<file path="config.mk">
export PLATFORM = sky130hd
export DESIGN_NAME = current_burst_shot_detector_core
export DESIGN_NICKNAME = d
export VERILOG_FILES = /design/src/hw/rtl/cbsd_pkg.sv /design/src/hw/rtl/current_burst_shot_detector_core.sv /design/src/hw/rtl/cbsd_divider.sv /design/src/hw/rtl/cbsd_front.sv /design/src/hw/rtl/cbsd_queue.sv /design/src/hw/rtl/cbsd_back.sv
export SDC_FILE = /design/constraint.sdc
export NUM_CORES = 2
export LEC_CHECK = 0
export BUFFER_PORTS_ARGS = -buffer_cell sky130_fd_sc_hd__buf_2
export CAP_MARGIN = 5
export CORE_MARGIN = 5
export CORE_UTILIZATION = 65
export CTS_BUF_LIST = sky130_fd_sc_hd__clkbuf_8
export DETAILED_ROUTE_END_ITERATION = 10
export GPL_ROUTABILITY_DRIVEN = 0
export PLACE_DENSITY = 0.85
export SYNTH_ARGS = -nofsm -noshare
export SYNTH_HDL_FRONTEND = slang
export SYNTH_HIERARCHICAL = 1
export SYNTH_SLANG_ARGS = --single-unit
</file>
<file path="constraint.sdc">
create_clock -name clk -period 23.2 [get_ports clk]
set_clock_uncertainty 0.05 [all_clocks]
set_input_delay 1.16 -clock clk [delete_from_list [all_inputs] [get_ports clk]]
set_output_delay 1.16 -clock clk [all_outputs]
set_load 0.02 [all_outputs]
</file>
<file path="src/hw/rtl/cbsd_pkg.sv">
// shared types and constants for the current burst shot detector
// no dependencies
package cbsd_pkg;

  localparam int WINDOW_LEN = 5;
  localparam int WIN_IDX_W = (WINDOW_LEN > 1) ? $clog2(WINDOW_LEN) : 1;
  localparam int WIN_CNT_W = $clog2(WINDOW_LEN + 1);
  localparam int WIN_SUM_W = 16 + $clog2(WINDOW_LEN + 1);

  localparam logic [1:0] EV_START = 2'd0;
  localparam logic [1:0] EV_SHOT  = 2'd1;
  localparam logic [1:0] EV_STOP  = 2'd2;
  localparam logic [1:0] EV_REARM = 2'd3;

  localparam logic [2:0] REG_TRIGGER = 3'd0;
  localparam logic [2:0] REG_VALLEY  = 3'd1;
  localparam logic [2:0] REG_GAP     = 3'd2;
  localparam logic [2:0] REG_HOLD    = 3'd3;
  localparam logic [2:0] REG_LIMIT   = 3'd4;

  typedef struct packed {
    logic signed [15:0] raw_current_ma;
    logic [31:0]        time_ms;
  } sample_t;

  typedef struct packed {
    logic [1:0]         event_kind;
    logic [31:0]        event_time_ms;
    logic signed [15:0] level_ma;
    logic [15:0]        valley_drop_ma;
    logic [15:0]        shot_total;
    logic [31:0]        duration_ms;
    logic signed [15:0] average_ma;
    logic [15:0]        samples_taken;
    logic [15:0]        rate_decihertz;
    logic [31:0]        burst_number;
    logic               last_of_run;
  } result_t;

  // smoothed sample handed from front to back
  typedef struct packed {
    logic signed [15:0] level;
    logic [31:0]        time_ms;
  } level_item_t;

  typedef struct packed {
    logic [14:0] trigger_level_ma;
    logic [14:0] valley_depth_ma;
    logic [15:0] shot_gap_ms;
    logic [15:0] drop_hold_ms;
    logic [15:0] sample_limit;
  } cfg_t;

  typedef struct packed {
    logic        start;
    logic [34:0] num;
    logic [33:0] den;
  } div_req_t;

endpackage

</file>
<file path="src/hw/rtl/current_burst_shot_detector_core.sv">
// Motor-current burst and shot detector. Each sample beat is smoothed by a
// moving average (a bit-serial divider), and the input takes no new sample
// until the level of the last one has been handed on. Levels pass a
// two-entry queue to the burst logic, which runs the divider for each stop
// average and, when needed, for the stop shot rate. A sample that ends a
// burst holds the burst logic through those divisions before its stop beat
// is offered. Registers sit at byte addresses 0,4,8,12,16 of the APB port.
module current_burst_shot_detector_core
  import cbsd_pkg::*;
(
  input  logic        clk,
  input  logic        rst,
  input  sample_t     in_data,
  input  logic        in_valid,
  output logic        in_ready,
  output result_t     out_data,
  output logic        out_valid,
  input  logic        out_ready,
  input  logic        psel,
  input  logic        penable,
  input  logic        pwrite,
  input  logic [4:0]  paddr,
  input  logic [31:0] pwdata,
  output logic [31:0] prdata,
  output logic        pready
);

  cfg_t cfg;
  level_item_t f_data, q_data;
  logic f_valid, f_ready, q_valid, q_ready;

  assign pready = 1'b1;

  always_ff @(posedge clk) begin
    if (rst) begin
      cfg <= {15'd1000, 15'd800, 16'd20, 16'd50, 16'd2000};
    end else if (psel && penable && pwrite) begin
      case (paddr[4:2])
        REG_TRIGGER: cfg.trigger_level_ma <= pwdata[14:0];
        REG_VALLEY:  cfg.valley_depth_ma  <= pwdata[14:0];
        REG_GAP:     cfg.shot_gap_ms      <= pwdata[15:0];
        REG_HOLD:    cfg.drop_hold_ms     <= pwdata[15:0];
        REG_LIMIT:   cfg.sample_limit     <= pwdata[15:0];
        default: ;
      endcase
    end
  end

  always_comb begin
    case (paddr[4:2])
      REG_TRIGGER: prdata = {17'd0, cfg.trigger_level_ma};
      REG_VALLEY:  prdata = {17'd0, cfg.valley_depth_ma};
      REG_GAP:     prdata = {16'd0, cfg.shot_gap_ms};
      REG_HOLD:    prdata = {16'd0, cfg.drop_hold_ms};
      REG_LIMIT:   prdata = {16'd0, cfg.sample_limit};
      default:     prdata = '0;
    endcase
  end

  cbsd_front u_front (
    .clk (clk), .rst (rst), .in_data (in_data), .in_valid (in_valid),
    .in_ready (in_ready), .lv_data (f_data), .lv_valid (f_valid), .lv_ready (f_ready)
  );

  cbsd_queue u_queue (
    .clk (clk), .rst (rst), .wr_data (f_data), .wr_valid (f_valid), .wr_ready (f_ready),
    .rd_data (q_data), .rd_valid (q_valid), .rd_ready (q_ready)
  );

  cbsd_back u_back (
    .clk (clk), .rst (rst), .cfg (cfg), .lv_data (q_data), .lv_valid (q_valid),
    .lv_ready (q_ready), .out_data (out_data), .out_valid (out_valid),
    .out_ready (out_ready)
  );

endmodule

</file>
<file path="src/hw/rtl/cbsd_divider.sv">
// round-half-away-from-zero divider, one quotient bit per cycle; front and back each hold their own
// depends on cbsd_pkg
module cbsd_divider
  import cbsd_pkg::*;
(
  input  logic        clk,
  input  logic        rst,
  input  div_req_t    req,
  input  logic        neg,
  output logic        done,
  output logic [34:0] quo
);

  logic [5:0]  cnt;
  logic        busy;
  logic        sgn;
  logic [34:0] q;
  logic [35:0] rem;
  logic [34:0] d;
  logic [35:0] rem_sh;

  assign rem_sh = {rem[34:0], q[34]};

  // computes (2|n|+d)/(2d) with d given pre-doubled, numerator pre-formed
  always_ff @(posedge clk) begin
    done <= 1'b0;
    if (rst) begin
      busy <= 1'b0;
      cnt  <= '0;
    end else if (req.start) begin
      busy <= 1'b1;
      cnt  <= 6'd35;
      q    <= req.num;
      rem  <= '0;
      d    <= {1'b0, req.den};
      sgn  <= neg;
    end else if (busy) begin
      if (rem_sh >= {1'b0, d}) begin
        rem <= rem_sh - {1'b0, d};
        q   <= {q[33:0], 1'b1};
      end else begin
        rem <= rem_sh;
        q   <= {q[33:0], 1'b0};
      end
      cnt <= cnt - 6'd1;
      if (cnt == 6'd1) begin
        busy <= 1'b0;
        done <= 1'b1;
      end
    end
  end

  assign quo = sgn ? (35'd0 - q) : q;

endmodule

</file>
<file path="src/hw/rtl/cbsd_front.sv">
// front end: accepts samples and computes the moving average level
// depends on cbsd_pkg and cbsd_divider
module cbsd_front
  import cbsd_pkg::*;
(
  input  logic        clk,
  input  logic        rst,
  input  sample_t     in_data,
  input  logic        in_valid,
  output logic        in_ready,
  output level_item_t lv_data,
  output logic        lv_valid,
  input  logic        lv_ready
);

  typedef enum logic [1:0] {F_IDLE, F_DIV, F_OUT} fstate_t;

  fstate_t state;
  logic signed [15:0] window_store [WINDOW_LEN];
  logic [WIN_IDX_W-1:0] window_pos;
  logic [WIN_CNT_W-1:0] window_fill;
  logic signed [WIN_SUM_W-1:0] window_sum;
  logic signed [WIN_SUM_W-1:0] sum_next;
  logic [WIN_CNT_W-1:0] fill_next;
  logic [31:0] t_hold;
  div_req_t req;
  logic neg;
  logic done;
  logic [34:0] quo;
  logic [WIN_SUM_W:0] mag;

  assign in_ready = (state == F_IDLE);
  assign lv_valid = (state == F_OUT);

  always_comb begin
    sum_next = window_sum + WIN_SUM_W'(in_data.raw_current_ma);
    if (window_fill == WIN_CNT_W'(WINDOW_LEN)) begin
      sum_next = sum_next - WIN_SUM_W'(window_store[window_pos]);
    end
    fill_next = (window_fill == WIN_CNT_W'(WINDOW_LEN)) ? window_fill : window_fill + 1'b1;
    mag = sum_next[WIN_SUM_W-1] ? (WIN_SUM_W+1)'(-sum_next) : (WIN_SUM_W+1)'(sum_next);
    req.start = in_valid && in_ready;
    req.num   = 35'({mag, 1'b0}) + 35'(fill_next);
    req.den   = 34'({fill_next, 1'b0});
    neg = sum_next[WIN_SUM_W-1];
  end

  cbsd_divider u_div (
    .clk (clk), .rst (rst), .req (req), .neg (neg), .done (done), .quo (quo)
  );

  always_ff @(posedge clk) begin
    if (rst) begin
      state       <= F_IDLE;
      window_pos  <= '0;
      window_fill <= '0;
      window_sum  <= '0;
    end else begin
      case (state)
        F_IDLE: begin
          if (req.start) begin
            window_store[window_pos] <= in_data.raw_current_ma;
            window_sum  <= sum_next;
            window_fill <= fill_next;
            window_pos  <= (window_pos == WIN_IDX_W'(WINDOW_LEN - 1)) ? '0 : window_pos + 1'b1;
            t_hold      <= in_data.time_ms;
            state       <= F_DIV;
          end
        end
        F_DIV: begin
          if (done) begin
            lv_data <= level_item_t'({quo[15:0], t_hold});
            state   <= F_OUT;
          end
        end
        F_OUT: if (lv_ready) state <= F_IDLE;
        default: state <= F_IDLE;
      endcase
    end
  end

endmodule

</file>
<file path="src/hw/rtl/cbsd_queue.sv">
// two-entry queue between front and back
// depends on cbsd_pkg
module cbsd_queue
  import cbsd_pkg::*;
(
  input  logic        clk,
  input  logic        rst,
  input  level_item_t wr_data,
  input  logic        wr_valid,
  output logic        wr_ready,
  output level_item_t rd_data,
  output logic        rd_valid,
  input  logic        rd_ready
);

  level_item_t mem [2];
  logic wp, rp;
  logic [1:0] cnt;

  assign wr_ready = (cnt != 2'd2);
  assign rd_valid = (cnt != 2'd0);
  assign rd_data  = mem[rp];

  always_ff @(posedge clk) begin
    if (rst) begin
      wp <= 1'b0; rp <= 1'b0; cnt <= '0;
    end else begin
      if (wr_valid && wr_ready) begin
        mem[wp] <= wr_data;
        wp <= ~wp;
      end
      if (rd_valid && rd_ready) rp <= ~rp;
      cnt <= cnt + 2'((wr_valid && wr_ready)) - 2'((rd_valid && rd_ready));
    end
  end

endmodule

</file>
<file path="src/hw/rtl/cbsd_back.sv">
// back end: burst phases, shot detection, stop statistics
// depends on cbsd_pkg and cbsd_divider
module cbsd_back
  import cbsd_pkg::*;
(
  input  logic        clk,
  input  logic        rst,
  input  cfg_t        cfg,
  input  level_item_t lv_data,
  input  logic        lv_valid,
  output logic        lv_ready,
  output result_t     out_data,
  output logic        out_valid,
  input  logic        out_ready
);

  typedef enum logic [2:0] {B_IDLE, B_AVG, B_RATE, B_SHOT, B_STOP, B_ONE} bstate_t;
  localparam logic [1:0] PH_WAIT = 2'd0;
  localparam logic [1:0] PH_REC  = 2'd1;
  localparam logic [1:0] PH_COOL = 2'd2;

  bstate_t state;
  logic [1:0] phase;
  logic [31:0] burst_start_time;
  logic [15:0] burst_samples;
  logic signed [32:0] burst_sum;
  logic signed [15:0] burst_peak;
  logic [31:0] low_since_time;
  logic low_timing;
  logic [31:0] bursts_done;
  logic signed [15:0] previous_level, fall_start_level, valley_level, surge_peak;
  logic falling, armed;
  logic [31:0] last_shot_time;
  logic [15:0] shot_count;
  logic [31:0] third_shot_time, final_shot_time;

  // pending results of the current sample
  result_t shot_ev, stop_ev;
  result_t shot_ev_n, stop_ev_n, ev_n;
  logic have_shot, have_stop;

  level_item_t it;
  logic signed [15:0] lv;
  logic [31:0] now;
  logic signed [16:0] trig;
  logic lo_cond;
  logic signed [16:0] drop;

  // combinational next values for one sample
  logic [1:0] phase_n;
  logic [15:0] samples_n;
  logic signed [32:0] sum_n;
  logic signed [15:0] peak_n, prev_n, fall_n, valley_n, surge_n;
  logic low_timing_n, falling_n, armed_n;
  logic [31:0] low_since_n, last_shot_n, third_n, final_n, start_n;
  logic [15:0] shots_n;
  logic shot_hit, stop_hit, rearm_hit, start_hit;
  logic signed [16:0] drop_hit;
  logic go;

  div_req_t req;
  logic neg;
  logic done;
  logic [34:0] quo;
  logic [32:0] bmag;
  logic [31:0] span;
  logic [29:0] rnum;
  logic avg_go, rate_go, rate_needed;

  assign it = lv_data;
  assign lv = it.level;
  assign now = it.time_ms;
  assign trig = {2'b00, cfg.trigger_level_ma};
  assign lo_cond = 17'(lv) < trig;

  always_comb begin
    phase_n = phase; samples_n = burst_samples; sum_n = burst_sum; peak_n = burst_peak;
    prev_n = previous_level; fall_n = fall_start_level; valley_n = valley_level;
    surge_n = surge_peak; low_timing_n = low_timing; falling_n = falling; armed_n = armed;
    low_since_n = low_since_time; last_shot_n = last_shot_time; third_n = third_shot_time;
    final_n = final_shot_time; start_n = burst_start_time; shots_n = shot_count;
    shot_hit = 1'b0; stop_hit = 1'b0; rearm_hit = 1'b0; start_hit = 1'b0;
    drop = 17'(fall_start_level) - 17'(valley_level);
    drop_hit = '0;
    go = 1'b0;
    case (phase)
      PH_WAIT: begin
        if (17'(lv) > trig) begin
          start_hit = 1'b1; phase_n = PH_REC; start_n = now; samples_n = 16'd1;
          sum_n = 33'(lv); peak_n = lv; prev_n = lv; fall_n = lv; valley_n = lv;
          falling_n = 1'b0; last_shot_n = now; shots_n = '0; third_n = '0; final_n = '0;
          surge_n = lv; armed_n = 1'b0; low_timing_n = 1'b0;
        end
      end
      PH_REC: begin
        sum_n = burst_sum + 33'(lv);
        if (lv > burst_peak) peak_n = lv;
        if (burst_samples != 16'hFFFF) samples_n = burst_samples + 16'd1;
        if (17'(lv) <= trig) begin
          falling_n = 1'b0; prev_n = lv;
        end else begin
          go = 1'b1;
          if (lv > surge_peak) surge_n = lv;
          if (!armed) begin
            if (surge_n > 0 && 17'(lv) * 2 <= 17'(surge_n)) armed_n = 1'b1;
            else begin
              go = 1'b0; falling_n = 1'b0;
            end
          end
          if (go) begin
            if (lv < previous_level) begin
              if (!falling) begin
                fall_n = previous_level; falling_n = 1'b1;
              end
              valley_n = lv;
            end else if (lv > previous_level && falling) begin
              if (drop >= 17'(cfg.valley_depth_ma) &&
                  (now - last_shot_time) >= 32'(cfg.shot_gap_ms)) begin
                shot_hit = 1'b1; shots_n = shot_count + 16'd1;
                last_shot_n = now; final_n = now; drop_hit = drop;
                if (shots_n == 16'd3) third_n = now;
              end
              falling_n = 1'b0; valley_n = lv;
            end
          end
          prev_n = lv;
        end
        if (lo_cond) begin
          if (!low_timing) begin
            low_timing_n = 1'b1; low_since_n = now;
          end else if ((now - low_since_time) >= 32'(cfg.drop_hold_ms)) begin
            stop_hit = 1'b1;
          end
        end else low_timing_n = 1'b0;
        if (samples_n >= cfg.sample_limit) stop_hit = 1'b1;
        if (stop_hit) begin
          phase_n = PH_COOL; low_timing_n = 1'b0;
        end
      end
      default: begin
        if (lo_cond) begin
          if (!low_timing) begin
            low_timing_n = 1'b1; low_since_n = now;
          end else if ((now - low_since_time) >= 32'(cfg.drop_hold_ms)) begin
            rearm_hit = 1'b1; phase_n = PH_WAIT; low_timing_n = 1'b0;
          end
        end else low_timing_n = 1'b0;
      end
    endcase
  end

  // result beats built for the current sample; stop average and rate come later from the divider
  always_comb begin
    shot_ev_n = '0;
    shot_ev_n.event_kind = EV_SHOT;
    shot_ev_n.event_time_ms = now;
    shot_ev_n.level_ma = lv;
    shot_ev_n.valley_drop_ma = drop_hit[15:0];
    shot_ev_n.shot_total = shots_n;
    shot_ev_n.last_of_run = !stop_hit;
    stop_ev_n = '0;
    stop_ev_n.event_kind = EV_STOP;
    stop_ev_n.event_time_ms = now;
    stop_ev_n.level_ma = peak_n;
    stop_ev_n.shot_total = shots_n;
    stop_ev_n.duration_ms = now - burst_start_time;
    stop_ev_n.samples_taken = samples_n;
    stop_ev_n.burst_number = bursts_done + 32'd1;
    stop_ev_n.last_of_run = 1'b1;
    ev_n = '0;
    ev_n.event_kind = start_hit ? EV_START : EV_REARM;
    ev_n.event_time_ms = now;
    ev_n.level_ma = start_hit ? lv : 16'sd0;
    ev_n.last_of_run = 1'b1;
  end

  // average uses the sums of the sample just taken, rate the registered shot times
  assign bmag = sum_n[32] ? 33'(-sum_n) : 33'(sum_n);
  assign span = final_shot_time - third_shot_time;
  assign rnum = 30'(shot_count - 16'd3) * 30'd10000;
  assign rate_needed = (shot_count >= 16'd3) && (span != '0);
  assign avg_go = (state == B_IDLE) && lv_valid && lv_ready && stop_hit;
  assign rate_go = (state == B_AVG) && done && rate_needed;

  always_comb begin
    req.start = 1'b0; req.num = '0; req.den = '0; neg = 1'b0;
    if (avg_go) begin
      req.start = 1'b1;
      req.num = 35'({bmag, 1'b0}) + 35'(samples_n);
      req.den = 34'({samples_n, 1'b0});
      neg = sum_n[32];
    end
    if (rate_go) begin
      req.start = 1'b1;
      req.num = 35'({rnum, 1'b0}) + 35'(span);
      req.den = {1'b0, span, 1'b0};
    end
  end

  cbsd_divider u_div (
    .clk (clk), .rst (rst), .req (req), .neg (neg), .done (done), .quo (quo)
  );

  assign lv_ready = (state == B_IDLE) && !out_valid;

  always_ff @(posedge clk) begin
    if (rst) begin
      state <= B_IDLE; out_valid <= 1'b0; phase <= PH_WAIT;
      burst_start_time <= '0; burst_samples <= '0; burst_sum <= '0; burst_peak <= '0;
      low_since_time <= '0; low_timing <= 1'b0; bursts_done <= '0;
      previous_level <= '0; fall_start_level <= '0; valley_level <= '0; falling <= 1'b0;
      last_shot_time <= '0; shot_count <= '0; third_shot_time <= '0; final_shot_time <= '0;
      surge_peak <= '0; armed <= 1'b0; have_shot <= 1'b0; have_stop <= 1'b0;
    end else begin
      if (out_valid && out_ready) out_valid <= 1'b0;
      case (state)
        B_IDLE: begin
          if (lv_valid && lv_ready) begin
            phase <= phase_n; burst_start_time <= start_n;
            burst_sum <= sum_n; burst_peak <= peak_n;
            low_since_time <= low_since_n; low_timing <= low_timing_n;
            previous_level <= prev_n; fall_start_level <= fall_n; valley_level <= valley_n;
            falling <= falling_n; last_shot_time <= last_shot_n; shot_count <= shots_n;
            third_shot_time <= third_n; final_shot_time <= final_n; surge_peak <= surge_n;
            armed <= armed_n; burst_samples <= samples_n;
            shot_ev <= shot_ev_n;
            stop_ev <= stop_ev_n;
            have_shot <= shot_hit; have_stop <= stop_hit;
            if (stop_hit) bursts_done <= bursts_done + 32'd1;
            if (start_hit || rearm_hit) begin
              out_data <= ev_n;
              out_valid <= 1'b1;
            end else if (stop_hit) begin
              state <= B_AVG;
            end else if (shot_hit) state <= B_SHOT;
          end
        end
        B_AVG: if (done) begin
          stop_ev.average_ma <= quo[15:0];
          if (rate_needed) state <= B_RATE;
          else state <= have_shot ? B_SHOT : B_STOP;
        end
        B_RATE: if (done) begin
          stop_ev.rate_decihertz <= (quo > 35'd65535) ? 16'hFFFF : quo[15:0];
          state <= have_shot ? B_SHOT : B_STOP;
        end
        B_SHOT: if (!out_valid) begin
          out_data <= shot_ev; out_valid <= 1'b1;
          state <= have_stop ? B_STOP : B_IDLE;
        end
        B_STOP: if (!out_valid) begin
          out_data <= stop_ev; out_valid <= 1'b1;
          state <= B_IDLE;
        end
        default: state <= B_IDLE;
      endcase
    end
  end

endmodule

</file>
==> key figures <==
Placed design
  • Total cell area at the placement stage: 83800 um^2
  • IO Port Bufs: 286
  • Post-DP HPWL: around 150 mm
  • Place WS: 13.70 ns

Clock network
  • Max Root-Sink Buffers: 3
  • # H-tree levels: 4
  • Clk Latency, worst-skew pair: between 0.9 and 1 ns
  • Post-cts sizing count: 0
  • Sinks on the clock net: around 1300
  • CTS tree: yes
  • CTS Buf Count: 210
  • Post-CTS Repair Setup Buffers: 0
  • Clk slew on worst S/H paths: 0.06 ns
  • Clock root buffer: clkbuf_8
  • Hold buffers post-CTS: 0

Floorplanning
  • Core box area: 124000 um^2
  • Site Rows: roughly 130
  • Die Span X: 363 um
  • I/O pin cnt: 322
  • Die area: 132000 um^2
  • Die span in y: 363 um
  • Initial Utilization: 65.4%

Critical path
  • CP endpoint kind: register
  • Critical path class: reg -> reg
  • R2r worst-path depth: 29
  • Setup slack, reg-to-reg: 13.32 ns
  • Req. time, crit path: 23.88 ns
  • CP max stage delay: 0.74 ns
  • Worst Setup Start Kind: register
  • Cell count along the critical path: 29
  • CP top delay family: compound AO/OA/AOI/OAI gates
  • WP buf/inv: 3
  • Worst Setup EP: u_back/u_div/q[31]$_DFFE_PP_
  • Slowest stage cell on the critical path: nor4_1
  • Crit-path most repeated cell: o21ai_0
  • Crit path DAT: 10.56 ns
  • Critical path fanouts, max: 48
  • Crit Reg-Reg Endpoint: u_back/u_div/q[31]$_DFFE_PP_

Detailed routing
  • Post-route DRC: 0
  • Drt wl/cell: 21.3 um
  • DRT antenna net count: 0
  • Number of iterations in the first detailed-routing pass: 10
  • Final WL: 218 mm
  • Starting DRT DRC Count: just under 8000
  • Via count: 65400
  • Vias per cell: 6.39

Power
  • Combinational power share: around 47%
  • Pint: about 5.6 mW
  • Psw: 3.99 mW
  • Worst VDD drop: 127 uV
  • Flop pwr share: 31.7%
  • Pwr dens: 109 nW/um^2
  • Pleak: around 36 nW
  • Clock share of power: 21.0%
  • Switching part of the total: 41.6%

Finish
  • Fillers: 8566
  • Final nets: 9107
  • Design area: 88000 um^2
  • P&R area growth vs syn: 8.83%
  • Util after Layout: 71.2%
  • Layout cell share with drive strength beyond 1: between 10% and 20%

Synth
  • Syn Inst Count: 8180
  • Mapped Area: just over 80000 um^2
  • Syn avg cell area: 9.89 um^2
  • Ys Warns: 6

Worst hold path
  • HP Class: in -> reg

Timing
  • Fin Setup TNS: 0 ns
  • Slew Limit Fails: 4
  • # setup viols final: 0
  • Pin slew with the least headroom to its limit: roughly 1.6 ns
  • RSZ-0062 raised after global routing: false
  • Crit path time final: 9.88 ns
  • Min setup slack post-route: 13.32 ns
  • Slew headroom: -9.77%
  • Fmax: a little over 100 MHz
  • Fin. Hold Viols: 0
  • Period utilization: a little over two fifths

Global routing
  • Total gr overflow: 0
  • Largest net degree at the start of global routing: 173
  • Vias in the first global route: 63100
  • Initial antenna violation count: 17
  • GRT Util Overall: between 30 and 40%
  • First-pass GRT wire length: roughly 340 mm

Flow run
  • Max-cap violations: 1

Status
  • Failing checks: capacitance limit, slew limit
  • Outcome: complete, but fails checks
registers in the layout (all words and copies together), names as in the netlist, 33 cells and up, named ones only:
register,count
u_back/u_div/q,35
u_back/shot_ev,33
cfg,78
u_front/window_store,80
u_queue/mem,96
u_back/burst_sum,33
u_front/lv_data,48
u_front/u_div/q,35
u_back/u_div/rem,35
u_front/u_div/rem,35
u_back/out_data,195
u_back/u_div/d,34
u_back/stop_ev,176
u_front/u_div/d,34
area by class of cell:
| class | instances | area [um^2] | area share, % |
|---|---|---|---|
| Multi-Input combinational cell | 5878 | 41700 | 47.3 |
| Clock inverter | 167 | 1060 | 1.20 |
| Inverter | 608 | 2290 | 2.60 |
| Antenna cell | 7 | 17.5 | 0.0199 |
| Clock buffer | 230 | 3170 | 3.60 |
| Tap cell | 1637 | 2050 | 2.33 |
| Sequential cell | 1347 | 35700 | 40.5 |
| Timing Repair Buffer | 374 | 2110 | 2.40 |
power by group through the flow:
stage / logic [mW] / registers, mW / clock network [mW]
floorplan: 3.19 / 3.14 / 0
global placement: 4.19 / 3.06 / 0
detailed placement: 4.37 / 3.08 / 0
CTS: 4.40 / 3.03 / 2.04
global route: 4.89 / 3.06 / 2.16
finish: 4.54 / 3.04 / 2.01
per-layer routing:
layer / track usage, % / up-vias / routed length (um)
met5: 0 / - / 47
met4: 19.1 / 6 / 14200
met3: 6.46 / 736 / 20900
met2: 50.6 / 3421 / 99300
met1: 41.3 / 31200 / 84100
li1: - / 30000 / -
stage by stage:
| stage | hold slack (ns) | cells | total power [mW] |
|---|---|---|---|
| 5_1_grt | 0.242 | 10200 | 10.1 |
| 4_1_cts | 0.209 | 10200 | 9.47 |
| 2_1_floorplan | 0.350 | 8242 | 6.33 |
| 3_5_place_dp | 0.355 | 9844 | 7.45 |
| 3_3_place_gp | 0.353 | 9844 | 7.26 |
| 6_report | 0.308 | 10200 | 9.58 |
how the worst min path moves through the flow:
stage / from / end / slack (ns) / cells after the start
2_1_floorplan: u_front/t_hold[0]$_DFFE_PP_ / u_front/lv_data[0]$_DFFE_PP_ / 0.35 / 0
3_3_place_gp: u_front/t_hold[4]$_DFFE_PP_ / u_front/lv_data[4]$_DFFE_PP_ / 0.35 / 0
3_5_place_dp: u_front/t_hold[10]$_DFFE_PP_ / u_front/lv_data[10]$_DFFE_PP_ / 0.35 / 0
4_1_cts: in_data[0] / u_front/t_hold[0]$_DFFE_PP_ / 0.21 / 1
5_1_grt: in_data[0] / u_front/t_hold[0]$_DFFE_PP_ / 0.24 / 1
6_report: in_data[13] / u_front/t_hold[13]$_DFFE_PP_ / 0.31 / 1
cell usage in the layout (no fill, tap or decap), types with 135 or more instances in the layout:
master and n:
inv_1 684, mux2i_1 221, nand2_1 646, buf_2 285, nand3_1 135, xor2_1 159
clkbuf_8 230, nand2b_1 142, a21o_1 150, mux2_2 165, a21oi_1 564, nor2_1 612
and3_1 198, xnor2_1 309, nor3_1 168, ha_1 544, dfxtp_1 475, o21ai_0 279
edfxtp_1 870
Note: power is estimated with default switching activity, not from simulation.
